### src/mvt_pkg.sv
// ----------------------------------------------------------------------------
// mvt_pkg
// Types and constants shared by the 4x4 matrix-vector transform unit.
// ----------------------------------------------------------------------------
package mvt_pkg;

  localparam int LANES     = 4;
  localparam int ELEM_W    = 32;
  localparam int FRAC_BITS = 16;
  localparam int PROD_W    = 2 * ELEM_W;
  localparam int SUM_W     = PROD_W + 2;
  localparam int ROW_W     = 2;

  localparam logic signed [ELEM_W-1:0] Q_MAX = 32'sh7fff_ffff;
  localparam logic signed [ELEM_W-1:0] Q_MIN = 32'sh8000_0000;

  // Request kind carried by an input item
  typedef enum logic [0:0] {
    REQ_LOAD  = 1'b0,
    REQ_XFORM = 1'b1
  } req_t;

  typedef struct packed {
    req_t                     req_type;
    logic [ROW_W-1:0]         row_sel;
    logic signed [ELEM_W-1:0] elem_x;
    logic signed [ELEM_W-1:0] elem_y;
    logic signed [ELEM_W-1:0] elem_z;
    logic signed [ELEM_W-1:0] elem_w;
  } in_item_t;

  typedef struct packed {
    logic signed [ELEM_W-1:0] out_x;
    logic signed [ELEM_W-1:0] out_y;
    logic signed [ELEM_W-1:0] out_z;
    logic signed [ELEM_W-1:0] out_w;
    logic                     sat_flag;
  } out_item_t;

  // Row-major coefficient matrix, one vector of four elements
  typedef logic [LANES-1:0][ELEM_W-1:0] vec_t;
  typedef logic [LANES-1:0][LANES-1:0][ELEM_W-1:0] mat_t;
  typedef logic [LANES-1:0][LANES-1:0][PROD_W-1:0] prod_t;

endpackage

### src/mvt_sum_stage.sv
// ----------------------------------------------------------------------------
// mvt_sum_stage
// Per-lane sum of products, floor shift by the fraction width, saturation.
// ----------------------------------------------------------------------------
module mvt_sum_stage (
  input  logic               clk,
  input  logic               en,
  input  mvt_pkg::prod_t     prod,
  output mvt_pkg::out_item_t item
);

  localparam int Q_W = mvt_pkg::SUM_W - mvt_pkg::FRAC_BITS;

  logic signed [mvt_pkg::SUM_W-1:0]  sum    [mvt_pkg::LANES];
  logic signed [Q_W-1:0]             q      [mvt_pkg::LANES];
  logic [mvt_pkg::LANES-1:0]         sat_hi;
  logic [mvt_pkg::LANES-1:0]         sat_lo;
  logic [mvt_pkg::LANES-1:0][mvt_pkg::ELEM_W-1:0] lane_val;
  mvt_pkg::out_item_t                item_next;

  // Exact sum, drop fraction bits toward minus infinity, clamp to 32 bits
  always_comb begin
    for (int l = 0; l < mvt_pkg::LANES; l++) begin
      sum[l] = mvt_pkg::SUM_W'($signed(prod[l][0])) + mvt_pkg::SUM_W'($signed(prod[l][1]))
             + mvt_pkg::SUM_W'($signed(prod[l][2])) + mvt_pkg::SUM_W'($signed(prod[l][3]));
      q[l]   = sum[l][mvt_pkg::SUM_W-1:mvt_pkg::FRAC_BITS];
      sat_hi[l] = !q[l][Q_W-1] && (q[l][Q_W-2:mvt_pkg::ELEM_W-1] != '0);
      sat_lo[l] =  q[l][Q_W-1] && (q[l][Q_W-2:mvt_pkg::ELEM_W-1] != '1);
      if (sat_hi[l]) begin
        lane_val[l] = mvt_pkg::Q_MAX;
      end else if (sat_lo[l]) begin
        lane_val[l] = mvt_pkg::Q_MIN;
      end else begin
        lane_val[l] = q[l][mvt_pkg::ELEM_W-1:0];
      end
    end
    item_next.out_x    = lane_val[0];
    item_next.out_y    = lane_val[1];
    item_next.out_z    = lane_val[2];
    item_next.out_w    = lane_val[3];
    item_next.sat_flag = |(sat_hi | sat_lo);
  end

  // Load the result register when it is free or being taken
  always_ff @(posedge clk) begin
    if (en) begin
      item <= item_next;
    end
  end

endmodule
### config.mk
export PLATFORM = sky130hd
export DESIGN_NAME = mvt_sum_stage
export DESIGN_NICKNAME = d
export VERILOG_FILES = /design/src/mvt_pkg.sv /design/src/mvt_sum_stage.sv
export SDC_FILE = /design/constraint.sdc
export NUM_CORES = 2
export LEC_CHECK = 0
export ABC_AREA = 1
export BUFFER_PORTS_ARGS = -buffer_cell sky130_fd_sc_hd__buf_2
export CAP_MARGIN = 20
export CORE_AREA = 3 3 449 451
export CTS_CLUSTER_DIAMETER = 120
export DETAILED_ROUTE_END_ITERATION = 6
export DIE_AREA = 0 0 452 454
export PLACE_DENSITY = 0.51
export SLEW_MARGIN = 20
export SYNTH_ARGS = -nofsm -noshare
export SYNTH_HDL_FRONTEND = slang
export SYNTH_SLANG_ARGS = --single-unit
### constraint.sdc
create_clock -name clk -period 8.2 [get_ports clk]
set_clock_uncertainty 0.05 [all_clocks]
set_input_delay 0.41 -clock clk [delete_from_list [all_inputs] [get_ports clk]]
set_output_delay 0.41 -clock clk [all_outputs]
set_load 0.03 [all_outputs]
# --- Yosys cells after proc, flatten, opt, wreduce, memory -nomap -nowiden ---
# Cells that the tools add are included.
totals:
  romBits: 0
  n_memories: 0
  regBits: 129
  output_inout_bits: 129
  mem_bits_rw: 0
  wordCells: 43
  latchBits: 0
  inputBits: 1026
classes:
  n_mux: 4
  n_shift: 0
  bitwise: 1
  n_addsub: 12
  eq_ne: 4
  order_cmp: 0
  mul: 0
  div: 0
  reduce_logical: 17
ops:
  columns: ["operator", "n"]
  rows:
  - ["$add A65 B64 Y66", 4]
  - ["$add A66 B64 Y66", 4]
  - ["$add A64 B64 Y65", 4]
  - ["$mux W32", 4]
  - ["$ne A18 B18 Y1 const B", 4]
  - ["$reduce_bool A18 Y1", 4]
  - ["$logic_and A1 B1 Y1", 8]
  - ["$logic_not A1 Y1", 4]
  - ["$or A4 B4 Y4", 1]
  - ["$reduce_or A4 Y1", 1]

# --- Longest topological paths before layout ---
logic_depth:
  word_depth: 7
  ltp_mapped: 27
  depth_no_buf: 27

# --- Least setup slack after synthesis ---
# No wires, ideal clock.
synth_timing:
  kind: "input-to-reg"
  from: "input port prod[804] in the netlist's numbering"
  to: "register item[12] in the netlist's numbering, data pin"
  path_stages: 22
  t_arrival_ns: 3.348
  required_time_ns: 7.892
  path_buffers: 1
  setup_time_ns: 0.258
  slack_ns: 4.544
  path_cell_list: "inv_1 > fa_1 > fa_1 > inv_1 > ha_1 > nand2_1 > inv_1 > a21oi_1 > nor2_1 > nor2_1 > nand2_1 > a21oi_1 > nand2_1 > nand2_1 > nand2_1 > nor2_1 > nand3_1 > nor2_1 > nand2_1 > nand2_2 > clkbuf_4 > o21ai_2"
synth_between:
  elab_chain_len: 6
  word_cells_on_any_way: 9
  classes_between: "add/sub (3); eq/ne (1); mux (1); reduce/logical (4)"
synth_lines:
  columns: ["element", "line_no", "rtl"]
  rows:
  - ["start, declared", "mvt_sum_stage.sv:8", "input mvt_pkg::prod_t prod,"]
  - ["$add A64 B64 Y65 *", "mvt_sum_stage.sv:24", "sum[l] = mvt_pkg::SUM_W'($signed(prod[l][0])) + mvt_pkg::SUM_W'($signed(prod[l][1]))"]
  - ["$add A65 B64 Y66 *", "mvt_sum_stage.sv:25", "+ mvt_pkg::SUM_W'($signed(prod[l][2])) + mvt_pkg::SUM_W'($signed(prod[l][3]));"]
  - ["$add A66 B64 Y66 *", "mvt_sum_stage.sv:25", null]
  - ["$ne A18 B18 Y1", "mvt_sum_stage.sv:28", "sat_lo[l] = q[l][Q_W-1] && (q[l][Q_W-2:mvt_pkg::ELEM_W-1] != '1);"]
  - ["$logic_and A1 B1 Y1", "mvt_sum_stage.sv:28", null]
  - ["$mux W32", "mvt_sum_stage.sv:31", "end else if (sat_lo[l]) begin"]
  - ["end signal, assigned", "mvt_sum_stage.sv:47", "item <= item_next;"]
  - ["end, declared", "mvt_sum_stage.sv:9", "output mvt_pkg::out_item_t item"]
# Every way passes the cells marked *; elsewhere a longest branch is shown, timed or not.
# A chain may end at the register's enable or synchronous reset.

==> key figures <==
Status
  • Status: finished clean

Logic synthesis
  • Synth top area cells: fa_1, inv_1, nand2_1
  • Ys async rst share: 0
  • Cells after Synth: 6988
  • Most common cell in the netlist: inv_1
  • Area leader, netlist: fa_1
  • Prevailing post-synth register cell: edfxtp_1
  • Unique masters post-synth: 44
  • Post-synth EDFFs: 129
  • Yosys warning total: 0
  • Top-area cell type share of the netlist area: 0.238
  • Syn nets: 8778
  • Seq/Total Area, Yosys: 0.0900
  • Mapped Area: 43000 um^2
  • Top cells by count, synth: inv_1, nand2_1, fa_1
  • Syn_area_per_cell: 6.16 um^2
  • Yosys reg bits: 129

Floorplanning
  • Area of the core: 198000 um^2
  • IO Pins: 1155
  • Full die area: 205000 um^2
  • Initial core utilization: 0.218
  • Width of the chip: 452 um
  • Row cnt: 163
  • Die height: 454 um

Layout
  • Final Cell Area: 52500 um^2
  • Largest reg by FF count: item
  • Max reg flops: 129
  • Fin nets: 9929
  • Synth-to-layout area growth: 22.1%
  • Share of layout cells above drive strength 1: 0.166
  • Biggest regs: item x129

Critical path
  • Max Fanout on Critical Path: 32
  • CP required: 8.44 ns
  • Startpoint Class: input port
  • Crit end category: register
  • Crit path kind: input port to register
  • Crit. Startpoint: prod[932]
  • Worst EP arrival: 5.62 ns

Placement
  • Detailed placement HPWL: 207000 um
  • Setup WS pre-CTS: 2.25 ns
  • GPL Wtd Cong: 1.05
  • Port Buffers: 1154
  • DP Area: 51900 um^2

Timing
  • Final WS setup: 2.82 ns
  • Fmax: 186 MHz
  • Worst Max-Slew Pin Slew: 1.09 ns
  • Final Hold Fails: 0
  • WHS: 0.427 ns
  • Setup TNS: 0 ns
  • RSZ-0062 raised after global routing: false
  • Final Cycle Share: 0.656
  • Fin. max-slew vios: 0
  • Tmin final: 5.38 ns
  • Endpoints failing setup: 0
  • Max-slew headroom: 0.269

Global routing
  • Largest net degree at the start of global routing: 80
  • GRT Util Overall: 0.211
  • First-pass GRT wire length: 314000 um
  • Antenna violations before repair: 52
  • Number of global-route vias before repair: 46545
  • Overflow after GRT: 0

Power
  • PD cells: 271 nW/um^2
  • Tot Pwr: 14.2 mW
  • LEAKAGE: 31.9 nW
  • Worst VDD drop: 0.233 mV

Detailed routing
  • First drt pass iteration count: 6
  • DRC Markers: 0
  • Antenna Nets Post-Route: 0
  • Vias per Instance: 4.22
  • Drt wl/cell: 20.7 um
  • Routed WL: 223000 um
  • Iter 0 DRT Violations: 2877
  • Vias: 45643

Clocking
  • CTS tree: done
  • Max clock buf depth: 2
  • CTS buffer count: 17
  • Clock transition at the registers of the reported paths: 0.08 ns
  • Post-CTS Setup Repair Bufs: 0
  • Post-CTS sizing: 0
  • Htree depth: 4
  • CTS Hold Bufs: 0
  • Root buffer cell: clkbuf_16
  • Clock sink count: 129

Flow run
  • Max cap viols: 0

Hold path
  • Hold Crit Class: input port to register
  • Hold path start: en
[final timing paths]
kind	end	slack [ns]	depth (start not counted)
min	item[77]	0.43	1
max	item[0]	2.82	25
[layout make-up]
class                   instances  area, um^2
clock buffers                  17         425
fillers                     22660      145000
well taps                    2640        3300
flip-flops and latches        129        3870
repair buffers               1156        5800
multi-input cells            4556       30400
clock inverters                15         169
diodes                         15        37.5
inverters                    2279        8550
[placed cells by master, fill, tap and decap left out, types with 5 or more instances in the layout]
master,count
xnor2_1,67
inv_2,15
nor2_2,25
fa_1,512
nor3_4,5
a21oi_1,259
nor3_1,41
nand4_1,29
o21ai_0,79
inv_1,2263
ha_1,252
diode_2,15
o21ai_2,60
clkbuf_16,17
nor2_1,487
xor2_1,63
edfxtp_1,129
nand2_2,18
and3_1,19
nand2_1,2223
a31oi_1,46
nor4_1,5
inv_6,6
nor3_2,15
nand3_1,247
o21bai_1,44
and2_1,5
a21o_1,5
nand3b_1,13
buf_2,1153
[worst max-delay path, stage by stage]
cell and delay [ns]:
buf_2 0.15, inv_1 0.07, fa_1 0.41, fa_1 0.52
inv_1 0.04, ha_1 0.40, nand2_1 0.15, nor2_1 0.11
inv_1 0.12, nor3_2 0.31, nand3_1 0.30, nor2_1 0.16
nand2_1 0.24, nand3_2 0.14, nand2_1 0.06, nand2_1 0.07
nand2_1 0.05, nor2_1 0.21, nand2_1 0.16, nor2_1 0.11
nand2_1 0.07, nand2_2 0.69, nand2_1 0.32, nor2_1 0.28
nand2_1 0.07
[layer usage]
metal  GRT usage  wire, um  vias up
li1            -         -    22492
met1       0.255     91100    21623
met2       0.392    116000     1310
met3      0.0223      9650      210
met4      0.0636      6950        8
met5           0        35        -
[report_power, final]
| group | switching (mW) | internal (mW) | leakage (nW) |
|---|---|---|---|
| Clock | 0.457 | 0.433 | 0.287 |
| Combinational | 8.33 | 3.50 | 30.4 |
| Sequential | 0.219 | 1.29 | 1.27 |
[stage by stage]
stage               utilization  std cells
floorplan                     -       6988
global placement          0.263      10760
detailed placement        0.263      10760
CTS                       0.266      10792
global route              0.266      10799
finish                    0.266      10807
[cell families (layout without fill, tap and decap cells)]
kind of cell               after synthesis  count (layout)  share of synthesized area
AOI/OAI and AO/OA                      512             512                     0.0711
xor gates and xnor gates               130             130                     0.0265
adders and majority gates              764             764                      0.312
buffers and inverters                 2303            3467                      0.204
DFF                                    129             129                     0.0900
other                                    0              15                          0
and+or+nand+nor                       3150            3150                      0.296
Note: power is estimated with default switching activity, not from simulation.
