<file path="config.mk">
export PLATFORM = sky130hd
export DESIGN_NAME = mvt_coeff_store
export DESIGN_NICKNAME = d
export VERILOG_FILES = /design/src/mvt_pkg.sv /design/src/mvt_coeff_store.sv
export SDC_FILE = /design/constraint.sdc
export NUM_CORES = 1
export LEC_CHECK = 0
export ABC_CLOCK_PERIOD_IN_PS = 1400
export BUFFER_PORTS_ARGS = -buffer_cell sky130_fd_sc_hd__buf_2
export CORE_AREA = 2 2 248 250
export DETAILED_ROUTE_END_ITERATION = 6
export DIE_AREA = 0 0 250 252
export GPL_TIMING_DRIVEN = 1
export PLACE_DENSITY = 0.57
export REMOVE_ABC_BUFFERS = 1
export SETUP_SLACK_MARGIN = 0.1
export SYNTH_ARGS = -nofsm -noshare
export SYNTH_HDL_FRONTEND = slang
export SYNTH_SLANG_ARGS = --single-unit
</file>
<file path="constraint.sdc">
create_clock -name clk -period 1.4 [get_ports clk]
set_input_delay 0.14 -clock clk [delete_from_list [all_inputs] [get_ports clk]]
set_output_delay 0.14 -clock clk [all_outputs]
set_load 0.02 [all_outputs]
</file>
<file path="src/mvt_pkg.sv">
// ----------------------------------------------------------------------------
// mvt_pkg
// Types and constants shared by the 4x4 matrix-vector transform unit.
// ----------------------------------------------------------------------------
package mvt_pkg;

  localparam int LANES     = 4;
  localparam int ELEM_W    = 32;
  localparam int FRAC_BITS = 16;
  localparam int PROD_W    = 2 * ELEM_W;
  localparam int SUM_W     = PROD_W + 2;
  localparam int ROW_W     = 2;

  localparam logic signed [ELEM_W-1:0] Q_MAX = 32'sh7fff_ffff;
  localparam logic signed [ELEM_W-1:0] Q_MIN = 32'sh8000_0000;

  // Request kind carried by an input item
  typedef enum logic [0:0] {
    REQ_LOAD  = 1'b0,
    REQ_XFORM = 1'b1
  } req_t;

  typedef struct packed {
    req_t                     req_type;
    logic [ROW_W-1:0]         row_sel;
    logic signed [ELEM_W-1:0] elem_x;
    logic signed [ELEM_W-1:0] elem_y;
    logic signed [ELEM_W-1:0] elem_z;
    logic signed [ELEM_W-1:0] elem_w;
  } in_item_t;

  typedef struct packed {
    logic signed [ELEM_W-1:0] out_x;
    logic signed [ELEM_W-1:0] out_y;
    logic signed [ELEM_W-1:0] out_z;
    logic signed [ELEM_W-1:0] out_w;
    logic                     sat_flag;
  } out_item_t;

  // Row-major coefficient matrix, one vector of four elements
  typedef logic [LANES-1:0][ELEM_W-1:0] vec_t;
  typedef logic [LANES-1:0][LANES-1:0][ELEM_W-1:0] mat_t;
  typedef logic [LANES-1:0][LANES-1:0][PROD_W-1:0] prod_t;

endpackage

</file>
<file path="src/mvt_coeff_store.sv">
// ----------------------------------------------------------------------------
// mvt_coeff_store
// Stored 4x4 coefficient matrix; a load writes one whole row at a time.
// ----------------------------------------------------------------------------
module mvt_coeff_store (
  input  logic                          clk,
  input  logic                          rst,
  input  logic                          we,
  input  logic [mvt_pkg::ROW_W-1:0]     row,
  input  mvt_pkg::vec_t                 wdata,
  output mvt_pkg::mat_t                 mat
);

  mvt_pkg::mat_t coeff;

  // Clear on reset, overwrite the selected row on a load
  always_ff @(posedge clk) begin
    if (rst) begin
      coeff <= '0;
    end else if (we) begin
      coeff[row] <= wdata;
    end
  end

  assign mat = coeff;

endmodule

</file>
-- Word level (Yosys, flattened, before mapping)
Cells that the tools add are included.
- flip-flop bits (word level): 512
- input bits: 133
- logic and storage cells: 22
- order comparisons: 2
- multiplexer cells: 3
- reduce and logical (&&, ||, !) cells: 1
- operators with widths (operator ; count):
    bitwise mux 512 bit ; 1
    demux 128 bit (select 2 bit) ; 1
    2-to-1 mux 128 bit ; 1
    less-than comparator 2 x 3 -> 1 bit (second input constant) ; 1
    greater-or-equal comparator 2 x 1 -> 1 bit (second input constant) ; 1
    logical AND 1 bit ; 1

-- Logic depth before layout (Yosys ltp)
Gate-level depths: netlist of run 1.
- word-level depth: 5
- depth in mapped cells: 5
- mapped depth without buffers: 2

-- Worst setup path after synthesis of run 1
OpenSTA, ideal clock, no wires.
- path kind: input port to flip-flop
- from: in rst
- to: reg coeff (netlist bit mat[128])
- arrival: 891 ps
- required time: 1274 ps
- slack: 383 ps
- stages: 5
- path through: buf_2 > buf_2 > clkbuf_1 > nand2b_1 > mux2i_1
- RTL lines (item ; RTL line ; source):
    start, declared ; mvt_coeff_store.sv:7 ; input logic rst,
    end signal, assigned by index ; mvt_coeff_store.sv:21 ; coeff[row] <= wdata;
    end, declared ; mvt_coeff_store.sv:14 ; mvt_pkg::mat_t coeff;

-- Worst setup path after layout of run 1
- from: reg coeff (netlist bit mat[302])
- to: out mat[302] (netlist bit)
- RTL lines (item ; RTL line ; source):
    end, declared ; mvt_coeff_store.sv:11 ; output mvt_pkg::mat_t mat
No word-level cell between the ends.

==> impl_summary.md, run 1 <==
Cells and area
The share of post-route cells with drive strength above 1 is 0.3270. The number of antenna diodes in the final layout is 0. From synthesis to final layout, the design area changed by 42.78%. The share of the core filled with cells is 0.4771. The register with the most flip-flops in the layout has 512 of them.

The cell area after layout is between 0.02 and 0.03 mm². For this run, the post-layout net count is 2730.

Worst setup path
The sort of element at the end of the critical path is an output pin. The worst reg-to-reg path cell count is 2. The worst setup path is launched from a flip-flop.

The kind of cell with the highest combined delay along the critical path is flip-flops. The endpoint identified for the worst register-to-register timing path is mat[207]. In this design, the stage delay of the slowest critical-path cell is 0.36 ns. The worst setup path category is reg -> out. In this run the critical register-to-register path is launched from mat[207]. At the worst endpoint, the required time is between 1 and 1.5 ns. The worst reg-to-reg setup slack is 0.75 ns. Walking the worst path, the cells encountered are buf_4. The maximum fanout count along the critical path is 2. At the worst endpoint, the arrival time is 1.12 ns. The number of buffer and inverter stages on the critical path is 1. The startpoint of the most critical setup path is mat[302]. The number of cells on the critical path is 1. In this run the worst setup path terminates at mat[302]. Among all stages on the critical path, the largest delay is contributed by dfxtp_1.

Timing
The measured slew at the worst slew-check pin is between 0.3 and 0.4 ns. Setup repair after global routing could not meet its margin everywhere. The sum of negative setup slack is 0 ns. The max-slew violation count is 0. The normalized max-slew margin is 0.7467. Hold timing on the final database bottoms out at a slack of 0.04176 ns. The setup skew after layout is 0 ns.

The time the final worst path needs with I/O delays and setup is ~1.3 ns. Of the available clock period, the critical path in the final layout requires 0.8979. Setup violations remaining at the end of the flow were counted as 0. The final number of hold-violating endpoints is 0. The smallest setup slack after layout is 0.1430 ns.

The peak clock frequency supported by timing is 0.7955 GHz.

CTS
The TritonCTS clock tree is done. The root buffer cell chosen for the clock tree is clkbuf_16. The total number of H-tree levels is 2. Counting the buffers created by CTS gives 57.

The maximum count of clock buffers along a single path is 3. Clock-pin slew was measured on the worst setup and hold paths at 0.06 ns. The clock net in this run drives a total of 512 sinks.

Clock latency on the worst-skew pair, taken at its later pin, is 0.59 ns. In this run the post-CTS setup repair buffer count came out at 0.

Placed design
The placed cell area is around 0.025 mm². During placement, the flow inserted port buffers numbering 644. The final RePlAce weighted congestion is 0.8160. The half-perimeter wire length of the detailed placement result is ~45 mm.

The post-placement worst setup slack is -0.04185 ns.

Logic synthesis
The synthesized netlist occupies a cell area of 0.02009 mm². The flop and latch count out of synthesis is 512. The cell count after synthesis came out at about 1800.

Sorting the synthesized cells by area gives the leading types as dfxtp_1 (51%), mux2i_1 (26%), nand2b_1 (20%). Of the total synthesized cell area, the portion taken by full adders, half adders and majority gates is 0. After synthesis, the largest family of logic cells by area is multiplexers.

For this run, the number of Yosys warnings is 0. The biggest area contributor in the post-synthesis netlist is dfxtp_1. Of the post-synthesis cell area, the part taken by muxes is 0.2550. The share of the synthesized area in the top cell type is 0.5101. The share of the synthesized area in compound gates (AO/OA/AOI/OAI) is 0. The simple logic cell fraction of the synthesized area is 0.2017.

The sequential area share after synthesis is 0.5101. The xor/xnor cell area share of the yosys netlist is 0. The unique cell type count in the Yosys netlist is 13. Each instance of the synthesized netlist takes up on average 11.18 µm².

Hold path
The worst hold path startpoint is wdata[5]. The min-delay analysis places its worst path in the category in -> reg.

GRT
The initial antenna violation count is 1. The first global-routing pass estimated approximately 94 mm of wire. Entering global routing, the biggest net connects 61 pins. The total overflow left after global routing is 0.

The via count of the first global-routing pass is 16090. For this run, the total global-route usage over all layers was measured as 0.1891.

Drt
The total via count in the routed design is between 15000 and 20000. After detailed routing, the average wire length per cell comes to 18.17 µm. The first routing iteration left between 500 and 600 violations.

Once detail routing completed, the nets flagged for antenna violations numbered 0. After detailed routing, the number of remaining DRC violations is 0. Summed over all layers, the routed wires come to between 60 and 70 mm.

After detailed routing, the number of vias per cell comes to 4.508. The number of detailed-routing iterations run before antenna repair is 4.

Power
Summed over all cells, the static leakage comes to 0.01440 µW. The worst ir drop on vdd is between 900 and 1000 µV. The power density normalized to cell area is 1189 mW/mm².

Floorplanning
The floorplan step set the die width to 250 µm. The floorplan step defined a die boundary enclosing 0.06300 mm². The area inside the core boundary is 0.06013 mm².

Pin placement for this block handled 645 I/O pins. The site row count is 90. The floorplan step set the die height to 252 µm. For this configuration, the core starts out at a cell density of 0.3342.

Status
The run finished with clean final reports.

Flow run
The max-capacitance violation count is 0.
report_power, final:
part | switching, µW | internal [µW]
Clock | 6010 | 8770
Sequential | 295 | 15100
Combinational | 2110 | 1850
Total | 8410 | 25700
kinds of logic (layout without fill, tap and decap cells):
group / Yosys count / in the layout
flops: 512 / 512
buf+inv: 127 / 972
simple gates: 646 / 646
mux: 512 / 512
Yosys cell counts:
cell type and instances:
buf_6 4, nand2b_1 640, clkbuf_1 64, nor3b_2 1
buf_4 26, nand3b_1 2, and3b_1 1, buf_8 2
mux2i_1 512, nand3_1 1, buf_2 31, or3b_1 1
dfxtp_1 512
metal layers:
layer / track usage / vias to the layer above / share of wire
li1: - / 7502 / -
met1: 0.2221 / 7340 / 0.41
met2: 0.3187 / 470 / 0.48
met3: 0.05829 / 125 / 0.072
met4: 0.08161 / 0 / 0.039
met5: 0 / - / 0
cell usage in the layout (no fill, tap or decap), drive strengths merged:
cell type    count
nand3b           2
dlygate4sd3    127
mux2i          512
dfxtp          512
nand3            1
bufinv           2
nor3b            1
inv              2
buf            737
clkinvlp         2
or3b             1
clkbuf          93
and3b            1
clkinv           9
nand2b         640
layout make-up:
type / instances / area [µm²]
fillers: 5616 / 31440
flip-flops and latches: 512 / 10290
multi-input cells: 1158 / 9198
repair buffers: 868 / 6362
clock buffers: 89 / 1719
well taps: 782 / 978.4
clock inverters: 15 / 141.4
per-stage QoR:
stage	cells	power, µW
2_1_floorplan	1670	17870
3_3_place_gp	3193	19180
3_5_place_dp	3193	19240
4_1_cts	3424	34470
5_1_grt	3424	35360
6_report	3424	34120
how the worst min path moves through the flow:
| stage | to | slack [ns] | cells after the start |
|---|---|---|---|
| CTS | mat[389] | 0.01 | 3 |
| global route | mat[389] | 0.03 | 3 |
| detailed placement | mat[50] | 0.46 | 2 |
| global placement | mat[153] | 0.45 | 2 |
| finish | mat[389] | 0.04 | 3 |
| floorplan | mat[0] | 0.32 | 2 |
repair_timing:
item | in CTS | in global routing
gates cloned | 0 | 0
hold buffers | 127 | 0
gates resized for setup | 151 | 165
setup endpoints to repair | 129 | 133
hold endpoints to repair | 505 | 0
pin swaps | 0 | 0
(Power assumes the default switching activity.)
==> run 2: changes to the inputs <==
Settings changed: CELL_PAD_IN_SITES_DETAIL_PLACEMENT set to 1, CELL_PAD_IN_SITES_GLOBAL_PLACEMENT set to 2, CORE_AREA 2 2 248 250 to not set, CORE_MARGIN set to 2, CORE_UTILIZATION set to 32, DIE_AREA 0 0 250 252 to not set, PLACE_DENSITY 0.57 to 0.82.
==> impl_summary.md, run 2 (synthesis gave the netlist of run 1 again) <==
Worst setup path
The maximum fanout count along the critical path was 2 (unchanged). The worst reg-to-reg setup slack is 0.70 ns (-0.05 ns). The reg-to-reg critical path endpoint is mat[74]. The worst reg-to-reg path cell count is 2 (unchanged). The worst setup path is of the reg -> out kind.

Broken down by cell family, the worst path's largest delay share belongs to flip-flops. The number of cells on the critical path came to 1 (unchanged). The number of buffer and inverter stages on the critical path was 1 (unchanged). Among all stages on the critical path, the largest delay is contributed by dfxtp_1.

The critical path starts at mat[423]. The critical path goes through buf_2. In this run the worst setup path terminates at mat[423]. The worst endpoint required time came to 1.26 ns (about the same). The worst setup path is captured at an output pin. The stage delay of the slowest cell on the critical path is 0.36 ns (about the same). In this run the critical register-to-register path is launched from mat[74]. The worst path arrival time is 1.13 ns (about the same). The critical path startpoint category is a flip-flop.

GRT
The total congestion overflow after global routing is 0 (unchanged). The largest net degree at the start of global routing came to 121 (+98%). The initial antenna violation count is 2 (+1). The total routing usage reported by global routing is 0.2027 (+0.01361). The first-pass GRT wire length is 102.3 mm (+8.7%). The via count of the first global-routing pass is 16930 (+5.2%).

Timing
The part of the cycle the worst path needs came to 0.9083 (+0.01043). The max-slew violation count is 0 (unchanged). The measured slew at the worst slew-check pin is 0.5906 ns (+0.2107 ns). The time the final worst path needs with I/O delays and setup is 1.272 ns (+0.01460 ns).

The final hold slack is 0.03608 ns (-0.005675 ns). The final number of hold-violating endpoints is 0 (unchanged). Setup repair after global routing could not meet its margin everywhere.

The setup skew after layout came to 0 ns (unchanged). The setup-violating endpoint count in the final report came to 0 (unchanged). The peak clock frequency supported by timing is 0.7864 GHz (-1.1%). The normalized max-slew margin is 0.6063 (-0.1405).

CTS
The later-pin clock latency in the skew report is 0.59 ns (about the same). TritonCTS built the clock tree. The total number of H-tree levels is 2 (unchanged). The maximum count of clock buffers along a single path is 3 (unchanged).

CTS placed an instance of clkbuf_16 at the clock tree root. The number of clock buffers inserted by TritonCTS was 56 (-1.8%). The post-CTS clock slew at the launch and capture registers of the worst setup and hold paths was 0.06 ns (about the same). The clock sink count came to 512 (unchanged).

Floorplanning
The area of the die is 0.06482 mm² (+2.9%). The die outline height is 254.6 µm (+1.0%). The count of pins on the block boundary was 645 (unchanged). The die outline width was 254.6 µm (+1.8%). The area inside the core boundary was 0.06194 mm² (+3.0%). The site row count is 91 (+1.1%).

The effective utilization at floorplan came to 0.3244 (-0.009747).

Drt
The routed wire length per instance is 20.09 µm (+11%). The remaining routing DRC violations is 0 (unchanged). The number of detailed-routing iterations run before antenna repair is 6 (+2). The detailed-route wire length was 69.26 mm (+11%). The total via count in the routed design is 15780 (+2.2%). The number of antenna-violating nets in the routed design came to 0 (unchanged). The DRC violation total after the first TritonRoute iteration was 624 (+21%). The via density per instance is 4.578 (+1.5%).

Placed design
The instance count after placement with tap cells included came to 3221 (+0.88%). The placed cell area is 0.02474 mm² (-0.49%). The half-perimeter wire length of the detailed placement result came to 49.75 mm (+11%). The port buffer count is 644 (unchanged). The final RePlAce weighted congestion is 0.7921 (-2.9%).

Cells and area
The most frequent standard cell in the layout excluding fill and tap cells is nand2b_1. The net count reported at finish came to 2702 (-1.0%). The cell area after layout is 0.02867 mm² (about the same).

The final non-filler cell total came to 3447 (+0.67%). The flip-flop count of the largest register after layout was 512 (unchanged). In the layout the commonest cells are nand2b_1 (634), mux2i_1 (512), dfxtp_1 (473), buf_2 (363), buf_4 (277). The layout overhead on the synthesized area came to 42.66% (about the same). The number of fill cells is 6899 (+23%). The share of post-route cells with drive strength above 1 is 0.3246 (-0.002380).

Flow run
The max-capacitance violation count is 0 (unchanged).

Hold path
The path class of the tightest hold or removal check is in -> reg. The worst hold path cell count was 3 (unchanged).

Power
The power density normalized to cell area is 1189 mW/mm² (about the same). The worst ir drop on vdd came to 670.5 µV (-28%). The leakage power figure is 0.01427 µW (-0.88%).

Status
The flow ran to the end, and the final reports show no timing, DRC or antenna violations.
-- run 2: changes by cell type in the layout (fill, tap and decap cells not counted), moves of 4 or more --
cell | previous run | this run
buf_2 | 407 | 363
clkbuf_4 | 4 | 14
nand2b_1 | 640 | 634
nand2b_2 | 0 | 6
clkbuf_1 | 17 | 12
dfxtp_1 | 478 | 473
dfxtp_2 | 34 | 38
-- run 2: power breakdown --
part	total, µW	internal [µW]	switching [µW]
Clock	14700	8610	6050
Combinational	4020	1850	2180
Sequential	15400	15100	305
-- run 2: through the flow --
stage	setup WS, ns	util	power (µW)	TNS (ns)
after CTS	0.08773	0.4534	34370	0
after global placement	0.02393	0.3994	19180	0
after floorplan	-5.812	-	17870	-2175.11
final	0.1284	0.4628	34090	0
after global routing	0.07920	0.4628	35380	0
after detailed placement	0.002151	0.3994	19280	0
-- run 2: final cells by class --
cell class / count / area [µm²] / share of cell area
antenna: 1 / 2.502 / 0.00008729
clock buffer: 85 / 1692 / 0.05901
clock inverter: 13 / 117.6 / 0.004103
multi-input combinational: 1158 / 9213 / 0.3214
sequential: 512 / 10300 / 0.3593
tap: 837 / 1047 / 0.03653
timing repair buffer: 841 / 6294 / 0.2195
-- run 2: per-layer routing --
layer / up-vias / share of wire / track usage
met5: - / 0.00039 / 0
met4: 4 / 0.031 / 0.06566
met3: 116 / 0.072 / 0.06011
met2: 465 / 0.50 / 0.3622
met1: 7755 / 0.40 / 0.2305
li1: 7440 / - / -
-- run 2: timing repair --
item	CTS	global route
cloned	0	0
hold buffers	127	0
endpoints found under the hold margin	493	0
buffers inserted	0	0
endpoints found under the setup margin	93	244
resized for setup	108	299
-- run 2: worst min-delay path by stage --
| stage | startpoint | to | slack, ns |
|---|---|---|---|
| final | wdata[49] | mat[433] | 0.04 |
| after global routing | wdata[28] | mat[156] | 0.04 |
| after CTS | wdata[28] | mat[156] | 0.02 |
| after detailed placement | mat[187] | mat[187] | 0.46 |
| after global placement | mat[73] | mat[73] | 0.46 |
| after floorplan | rst | mat[0] | 0.32 |
==> run 3: changes to the inputs <==
Settings changed: RECOVER_POWER set to 25, SLEW_MARGIN set to 15.
==> impl_summary.md, run 3 (synthesis gave the netlist of run 1 again) <==
CTS
The post-CTS clock slew at the launch and capture registers of the worst setup and hold paths was 0.06 ns (about the same). The post-CTS setup buffer count is 0 (unchanged). The total number of H-tree levels is 2 (unchanged). The TritonCTS clock tree is done. The number of clock buffers inserted by TritonCTS is 56 (unchanged). The later-pin clock latency in the skew report is 0.59 ns (about the same).

The clock sink count is 512 (unchanged). The maximum count of clock buffers along a single path is 3 (unchanged). The clock root buffer is clkbuf_16.

Timing
The final hold slack is 0.03405 ns (-0.002032 ns). The setup skew after layout is 0 ns (unchanged). The sum of negative setup slack is 0 ns (unchanged). The measured slew at the worst slew-check pin came to 0.5906 ns (unchanged).

The time the final worst path needs with I/O delays and setup was 1.271 ns (-0.0001540 ns). The final number of hold-violating endpoints was 0 (unchanged). The normalized max-slew margin is 0.6063 (unchanged).

The smallest setup slack after layout is 0.1285 ns (+0.0001540 ns). The setup-violating endpoint count in the final report is 0 (unchanged). The part of the cycle the worst path needs came to 0.9082 (about the same). The peak clock frequency supported by timing is 0.7865 GHz (about the same).

The max-slew violation count came to 0 (unchanged). Setup repair after global routing could not meet its margin everywhere.

Power
The leakage power figure is 0.01425 µW (-0.16%). The worst ir drop on vdd is 670.4 µV (about the same). The power density normalized to cell area is 1190 mW/mm² (+0.10%).

Hold path
The startpoint identified for the worst hold timing path is wdata[49]. The worst hold path belongs to the class in -> reg.

Worst setup path
The critical path starts at mat[423]. The critical path startpoint category is a flip-flop. The worst endpoint required time is 1.26 ns (about the same).

The startpoint identified for the worst register-to-register timing path is mat[74]. The sort of element at the end of the critical path is an output pin. The stage delay of the slowest cell on the critical path was 0.36 ns (about the same). The critical path in this run is classified as reg -> out. The cell family contributing the most delay on the critical path is flip-flops. The library cell contributing the largest single delay on the critical path is dfxtp_1. The worst path arrival time is 1.13 ns (about the same). The number of buffer and inverter stages on the critical path is 1 (unchanged). The signal on the critical path passes through buf_2. The maximum fanout count along the critical path is 2 (unchanged).

GRT
The total routing usage reported by global routing is 0.2027 (unchanged). The initial antenna violation count is 2 (unchanged). The total congestion overflow after global routing was 0 (unchanged). The largest net degree at the start of global routing came to 121 (unchanged).

The via count of the first global-routing pass came to 16930 (unchanged). The first-pass GRT wire length is 102.3 mm (unchanged).

Drt
The number of antenna-violating nets in the routed design is 0 (unchanged). The detailed-route wire length is 69.25 mm (about the same). The via density per instance is 4.577 (about the same).

The DRC violation total after the first TritonRoute iteration is 625 (+0.16%). The routed wire length per instance is 20.09 µm (about the same). The total via count in the routed design came to 15780 (-0.013%). The remaining routing DRC violations came to 0 (unchanged). The number of detailed-routing iterations run before antenna repair is 6 (unchanged).

Cells and area
The number of fill cells is 6903 (+0.058%). In the layout the commonest cells are nand2b_1 (634), mux2i_1 (512), dfxtp_1 (473), buf_2 (363), buf_4 (274). The sequential standard cell area came to 0.01030 mm² (unchanged). The share of post-route cells with drive strength above 1 is 0.3235 (-0.001150).

The flip-flop count of the largest register after layout came to 512 (unchanged). The share of the core filled with cells was 0.4621 (-0.0006670). The net count reported at finish is 2702 (unchanged). From synthesis to final layout, the design area changed by 42.45%. The most frequent standard cell in the layout excluding fill and tap cells is nand2b_1. The cell area after layout is 0.02863 mm² (-0.14%). The combined area of the multi-input logic cells is 0.009213 mm² (unchanged).

Floorplanning
The area inside the core boundary is 0.06194 mm² (unchanged). The die outline height was 254.6 µm (unchanged). The effective utilization at floorplan is 0.3244 (unchanged). The site row count is 91 (unchanged). The die outline width was 254.6 µm (unchanged). The count of pins on the block boundary is 645 (unchanged). The area of the die is 0.06482 mm² (unchanged).

Placed design
The port buffer count is 644 (unchanged). The placed cell area is 0.02474 mm² (unchanged). The half-perimeter wire length of the detailed placement result is 49.75 mm (unchanged). The final RePlAce weighted congestion is 0.7921 (unchanged).

The post-placement worst setup slack was 0.002151 ns (unchanged).

Flow run
The max-capacitance violation count is 0 (unchanged).

Status
The run finished with clean final reports.
-- run 3: final timing paths --
check | end | slack [ns] | cells past startpoint
setup / recovery | mat[423] | 0.13 | 1
hold / removal | mat[433] | 0.03 | 3
setup reg to reg | mat[74] | 0.70 | 2
hold reg to reg | mat[505] | 0.47 | 2
-- run 3: layer usage --
metal | GRT usage | vias up | routed length (µm)
li1 | - | 7441 | -
met3 | 0.06011 | 116 | 4970
met1 | 0.2305 | 7754 | 27390
met5 | 0 | - | 27
met2 | 0.3622 | 463 | 34730
met4 | 0.06566 | 4 | 2130
-- run 3: worst min-delay path, cell delays in order --
cell and delay [ns]:
buf_2 0.08, nand2b_1 0.18, mux2i_1 0.18
-- run 3: report_power, final --
part	internal (µW)	switching [µW]
clock network	8610	6050
logic	1830	2170
registers	15100	305
-- run 3: cell type report --
class	instances	area share
flip-flops and latches	512	0.3599
multi-input cells	1158	0.3218
repair buffers	841	0.2184
clock buffers	85	0.05910
well taps	837	0.03659
clock inverters	13	0.004109
diodes	1	0.00008742
-- run 3: stage by stage --
stage                     std cells  total power (µW)
final                          3447             34080
after global routing           3446             35370
after CTS                      3446             34370
after detailed placement       3221             19280
after global placement         3221             19180
after floorplan                1670             17870
-- run 3: repair_timing --
action	CTS	global route
hold endpoints to repair	493	0
hold buffers	127	0
setup endpoints to repair	93	244
gates resized for setup	108	299
cloned	0	0
